### src/rtl/core/segment_map_allocator_assert.svh
// Assertion macros used by the allocator RTL.
`ifndef SEGMENT_MAP_ALLOCATOR_ASSERT_SVH
`define SEGMENT_MAP_ALLOCATOR_ASSERT_SVH

// Check a condition at every rising clock edge outside reset.
`define SMAP_ASSERT(label, cond) \
    label: assert property (@(posedge clk) disable iff (!rst_n) (cond)) \
        else $error("assertion failed");

// Check that post holds in the cycle after pre.
`define SMAP_ASSERT_NEXT(label, pre, post) \
    label: assert property (@(posedge clk) disable iff (!rst_n) (pre) |=> (post)) \
        else $error("assertion failed");

`endif

### src/rtl/core/smap_pkg.sv
// Package: types, sizes and codes of the segment map allocator.
`timescale 1ns / 1ps
package smap_pkg;

    localparam int MAP_ENTRIES = 64;
    localparam int IDX_BITS    = $clog2(MAP_ENTRIES);
    localparam int CNT_BITS    = IDX_BITS + 1;
    localparam int ADDR_BITS   = 16;
    localparam int SIZE_BITS   = ADDR_BITS + 1;
    localparam int OWNER_BITS  = 8;
    localparam logic [SIZE_BITS-1:0] MEM_CAP = SIZE_BITS'(1) << ADDR_BITS;

    typedef struct packed {
        logic [ADDR_BITS-1:0]  seg_start;
        logic [ADDR_BITS-1:0]  seg_end;
        logic [SIZE_BITS-1:0]  seg_size;
        logic [OWNER_BITS-1:0] seg_owner;
    } seg_t;

    localparam seg_t RESET_SEG = '{seg_start: '0, seg_end: '1,
                                   seg_size: MEM_CAP, seg_owner: '0};

    typedef enum logic [1:0] {
        CMD_ALLOC = 2'd0, CMD_RELEASE = 2'd1, CMD_INIT = 2'd2, CMD_NOP = 2'd3
    } cmd_t;

    typedef enum logic [1:0] {
        FIT_BEST = 2'd0, FIT_FIRST = 2'd1, FIT_WORST = 2'd2, FIT_NEXT = 2'd3
    } policy_t;

    typedef enum logic [2:0] {
        ST_OK = 3'd0, ST_NO_FIT = 3'd1, ST_FULL = 3'd2, ST_NOT_FOUND = 3'd3,
        ST_BAD_SIZE = 3'd4
    } status_t;

    localparam logic REG_POLICY = 1'b0;
    localparam logic REG_WORDS  = 1'b1;

    typedef enum logic [4:0] {
        S_IDLE, S_HINT_RD, S_HINT_CHK, S_SCAN_RD, S_SCAN_CHK, S_TAKE,
        S_SHIFT_RD, S_SHIFT_WR, S_SPLIT, S_SPLIT2, S_REL_RD, S_REL_CHK,
        S_PREV_RD, S_PREV_CHK, S_NEXT_RD, S_NEXT_CHK, S_MERGE,
        S_REM_RD, S_REM_WR, S_FIN
    } state_t;

endpackage

### src/rtl/core/smap_table.sv
// Segment table memory with registered read and reset image of entry zero.
`timescale 1ns / 1ps
module smap_table (
    input  logic                          clk,
    input  logic                          rst_n,
    input  logic [smap_pkg::IDX_BITS-1:0] rd_addr,
    output smap_pkg::seg_t                rd_data,
    input  logic                          wr_en,
    input  logic [smap_pkg::IDX_BITS-1:0] wr_addr,
    input  smap_pkg::seg_t                wr_data
);
    import smap_pkg::*;

    seg_t mem_reg [MAP_ENTRIES];
    seg_t rd_q_reg;
    logic pend_reg;
    logic rd_zero_reg;

    // Write and read the array
    always_ff @(posedge clk)
    begin
        if (wr_en)
        begin
            mem_reg[wr_addr] <= wr_data;
        end
        rd_q_reg <= mem_reg[rd_addr];
    end

    // Track entry zero until it is first written after reset
    always_ff @(posedge clk or negedge rst_n)
    begin
        if (!rst_n)
        begin
            pend_reg    <= 1'b1;
            rd_zero_reg <= 1'b0;
        end
        else
        begin
            rd_zero_reg <= pend_reg && (rd_addr == '0);
            if (wr_en && (wr_addr == '0))
            begin
                pend_reg <= 1'b0;
            end
        end
    end

    assign rd_data = rd_zero_reg ? RESET_SEG : rd_q_reg;

endmodule

### config.mk
export PLATFORM = sky130hd
export DESIGN_NAME = smap_table
export DESIGN_NICKNAME = d
export VERILOG_FILES = /design/src/rtl/core/segment_map_allocator_assert.svh /design/src/rtl/core/smap_pkg.sv /design/src/rtl/core/smap_table.sv
export SDC_FILE = /design/constraint.sdc
export NUM_CORES = 2
export LEC_CHECK = 0
export BUFFER_PORTS_ARGS = -buffer_cell sky130_fd_sc_hd__buf_4
export CAP_MARGIN = 0
export CORE_MARGIN = 1
export CORE_UTILIZATION = 34
export CTS_CLUSTER_DIAMETER = 60
export DETAILED_ROUTE_END_ITERATION = 8
export GPL_TIMING_DRIVEN = 0
export HOLD_SLACK_MARGIN = 0.05
export SLEW_MARGIN = 15
export SYNTH_ARGS = -nofsm -noshare
export SYNTH_HDL_FRONTEND = slang
export SYNTH_SLANG_ARGS = --single-unit
### constraint.sdc
create_clock -name clk -period 2 [get_ports clk]
set_input_delay 0.1 -clock clk [delete_from_list [all_inputs] [get_ports clk]]
set_output_delay 0.1 -clock clk [all_outputs]
set_load 0.03 [all_outputs]
# Word-level counts from Yosys, hierarchy flattened
# Memories as Yosys holds them, arrays and structs flattened. A register that Yosys moved wholly into a read port is not among the register bits.
# Cells that the tools add are included.
op_classes:
  n_reduce_logical: 4
  n_mux: 3
ops:
  columns: ["operator", "count"]
  rows:
  - ["57-bit 2-to-1 mux", 1]
  - ["6-bit logical NOT", 2]
  - ["1-bit logical AND", 2]
  - ["1-bit 2-to-1 mux", 2]
word_totals:
  elab_cells: 10
  input_bits: 72
  register_bits: 2
  n_memories: 1
  mem_bits_rw: 3648
memory_table:
  columns: ["name", "depth", "width", "read_ports", "rd_clocked_by_memory_dff", "wr", "line_no", "source"]
  rows:
  - ["mem_reg", 64, 57, 1, 1, 1, "smap_table.sv:14", "seg_t mem_reg [MAP_ENTRIES];"]

# Depth between registers and ports, before layout
logic_depth:
  word_depth: 2
  ltp_mapped: 11
  depth_no_buf: 5

# Worst setup path before layout
# No wires, ideal clock.
synth_timing:
  path_type: "input to register"
  start: "input wr_addr[3] (netlist name)"
  end: "memory mem_reg[48][0] (netlist name) (enable)"
  setup_slack_ps: -3013
  stages: 4
  t_arrival_ps: 4471
  path_cell_list: "clkbuf_1 > nor2b_1 > nand4b_1 > nor3_1"
synth_lines:
  columns: ["item", "line_no", "source"]
  rows:
  - ["start, declared", "smap_table.sv:9", "input logic [smap_pkg::IDX_BITS-1:0] wr_addr,"]
  - ["end, declared", "smap_table.sv:14", null]
# No word-level cell before the write port.

==> impl_metrics.csv <==
group,metric,value,unit
timing,rsz0062_at_grt,"true",
yosys,yosysSeqAreaShare,78.56,%
timing,tightest_slew,1206,ps
timing,fmax,407.5,MHz
setup_path,r2r_end,"rd_q_reg[53]",
global_routing,grt_pass1_wl,609600,µm
timing,fin_ws,-454.1,ps
timing,final_hold_viol_count,0,
setup_path,cp.arrival,3000,ps
setup_path,cp-start-kind,"primary input",
yosys,synth_cell_types,54,
power,leakage,0.05422,µW
setup_path,reg2reg_slack,-450,ps
yosys,synth_area_leaders,"edfxtp_1, mux4_2, mux2i_1",
clock_tree,path_clk_slew,60,ps
setup_path,slowest_stage,"o211ai_1",
power,power_density,967.2,nW/µm²
global_routing,grt_overflow,0,
run_status,outcome,"complete, but fails checks",
cells_and_area,final_nets,7135,
route,routedWlPerCell,35.24,µm
die,die_h,645.9,µm
die,num_rows,236,
timing,maxSlewViolCount,0,
yosys,yosysWarnings,0,
setup_path,r2r_cells,5,
placement,gp_congestion,0.8482,
power,ir_drop,0.6868,mV
worst_hold_path,hp-start,"wr_addr[3]",
setup_path,crit_end,"rd_q_reg[53]",
cells_and_area,fill_cells,35340,
power,power_frac_clock,41.2,%
timing,setup_viol,121,
setup_path,r2r-start,"mem_reg[59][53]",
clock_tree,ctsLongestPathBuffers,4,
clock_tree,cts_made_buffers,371,
setup_path,critPathMaxFanout,10,
timing,clock_skew,66.57,ps
timing,fin_crit,2454,ps
route,drt_pass1_iterations,6,
setup_path,crit_path_start,"rd_addr[1]",
setup_path,crit_family,"buffers and inverters",
setup_path,crit_buf_inv,5,
worst_hold_path,holdCritPathClass,"in2reg",
route,drcViolationCount,0,
yosys,yosys_most_used_dff,"edfxtp_1",
setup_path,crit_path_max_incr_delay,470,ps
global_routing,grt.total_usage,21.30,%
cells_and_area,largest_register_ff_count,3648,
route,drtIter0Drc,10660,
yosys,synthesis.area,141000,µm²
placement,portBuffers,121,
run_status,violations,"setup timing",
power,switching_power,36850,µW
setup_path,worstPathRequired,2550,ps
cells_and_area,final_layout_size_suffix_gt1_share,33.80,%
flow_run,cap_violations,0,
die,core-area,412800,µm²
global_routing,grt_max_degree,65,
setup_path,worst_setup_path_end_kind,"register",
clock_tree,h-tree-depth,5,
die,die_area,417200,µm²
clock_tree,cts.sinks,3707,
power,power.internal,129000,µW
placement,dp_hpwl,317800,µm
power,p_seq_share,52.0,%
cells_and_area,final_cells,12850,
cells_and_area,syn2layout_area_growth,21.66,%
timing,hold_ws,31.04,ps
yosys,synth_most_common_cell,"edfxtp_1",
die,die_w,645.9,µm
yosys,syn_nets,6222,
yosys,synth-edff-count,3648,
yosys,synthCells,6150,
die,io_pins,129,
route,viasPerCell,5.656,
setup_path,crit_cells,9,
route,wl,452800,µm
clock_tree,clockRootBuffer,"clkbuf_16",
route,num_vias,72680,
setup_path,crit_chain,"buf_2 > buf_6 > buf_6 > buf_4 > buf_4 > mux4_2 > a221oi_4 > a31o_2 > o211ai_1",
route,ant_nets,0,
timing,worst_slew_margin_rel,19.58,%
timing,period_share,122.7,%
yosys,netlist.area_leader.share,77.72,%
die,start_util,34.15,%
yosys,synthArstFlopShare,0.05395,%
global_routing,antenna_found_initial,39,
power,combPwrFrac,6.8,%
power,p_sw_share,22.22,%
yosys,synth_area_leader_cell,"edfxtp_1",
global_routing,grt_pass1_vias,71080,
placement,dp_cells,11980,
yosys,synth_area_per_cell,22.92,µm²
clock_tree,clk_latency,950,ps
yosys,synth_seq_cells,3707,
clock_tree,cts_tree,"yes",
setup_path,critical_path_class,"in2reg",
yosys,ys_top_cells_by_count,"edfxtp_1, mux4_2, mux2i_1",
[cell type report]
type                       instances  area [µm²]  area share, %
antenna                           23       57.56        0.03356
timing repair buffer             543        8117          4.733
clock inverter                   184        1769          1.032
tap                             5474        6849          3.994
clock buffer                     480        9943          5.798
sequential                      3707      110700          64.57
multi-input combinational       2092       30850          17.99
inverter                           5       18.77        0.01094
buffer                           343        3149          1.836
[placed cells by master (no fill, tap or decap), types with 16 or more instances in the layout]
master         instances
buf_6                108
clkinv_1              81
a22o_1                38
buf_12               184
nor2b_1               16
buf_4                210
dlygate4sd3_1         73
nor2_4                67
clkbuf_1             132
dfxtp_1               57
clkbuf_8              22
buf_8                 45
clkbuf_4              30
nand2_2               19
a221oi_1              18
clkinv_2              45
bufinv_16             29
clkbuf_2              58
o21ai_0               37
a221o_1               17
nor2_1                38
mux4_2               876
buf_16                75
o31ai_4               17
edfxtp_1            3648
buf_2                 28
nand2_1              120
nor2b_4               39
clkbuf_16            388
nand3_1               45
diode_2               23
a22oi_1              122
a32oi_1               18
a21oi_1               21
or2_4                 17
a22oi_2               29
mux2i_1              234
[worst min path at each step]
stage                       to  cells after the start  slack, ps
6_report       mem_reg[34][19]                      4         30
5_1_grt         mem_reg[37][7]                      4         20
4_1_cts         mem_reg[35][8]                      4        -20
3_5_place_dp       rd_zero_reg                      1        -50
3_3_place_gp       rd_zero_reg                      1        -50
2_1_floorplan      rd_zero_reg                      0       -200
[power by group through the flow]
stage / clock network (µW) / registers (µW) / logic, µW
after floorplan: 0 / 87800 / 4870
after global placement: 0 / 87900 / 9650
after detailed placement: 0 / 87900 / 9970
after CTS: 68800 / 86300 / 11000
after global routing: 71600 / 86300 / 11600
final: 68300 / 86300 / 11300
[through the flow]
stage / setup WS (ps) / setup TNS [ps] / cell area [µm²] / utilization (%) / power, µW
floorplan: -586.5 / -1209420 / 141500 / - / 92650
global placement: -3551 / -7494130 / 149300 / 36.16 / 97520
detailed placement: -2893 / -1429360 / 154500 / 37.42 / 97850
CTS: -397.9 / -46410 / 170000 / 41.18 / 166100
global route: -431.0 / -23520 / 171500 / 41.53 / 169500
finish: -454.1 / -21920 / 171500 / 41.54 / 165900
[layer usage]
metal / vias up / wire length, µm / GRT usage [%] / share of wire [%]
met5: - / 401 / 0 / 0.089
met4: 16 / 23790 / 9.685 / 5.3
met3: 771 / 44150 / 4.369 / 9.8
met2: 4397 / 218700 / 35.03 / 48
met1: 39270 / 165800 / 27.22 / 37
li1: 28230 / - / - / -
[worst reg2reg max path, stage by stage (launching register included)]
cell and delay [ps]:
edfxtp_1 360, mux4_2 460, a22o_1 270, a221oi_4 340, a31o_2 170, o211ai_1 470
[what timing repair did]
item	in CTS	in global routing
pin swaps	91	84
hold buffers	74	4
endpoints found under the hold margin	3969	66
setup endpoints to repair	138	539
resized for setup	752	152
gates cloned	2	0
buffers inserted	21	92
[cell families after synthesis]
logic type	after synthesis	synth area share (%)
buffers and inverters	351	1.259
DFF	3707	78.56
muxes	1149	15.95
and+or+nand+nor	440	1.474
AOI/OAI and AO/OA	503	2.755
Note: power is estimated with default switching activity, not from simulation.
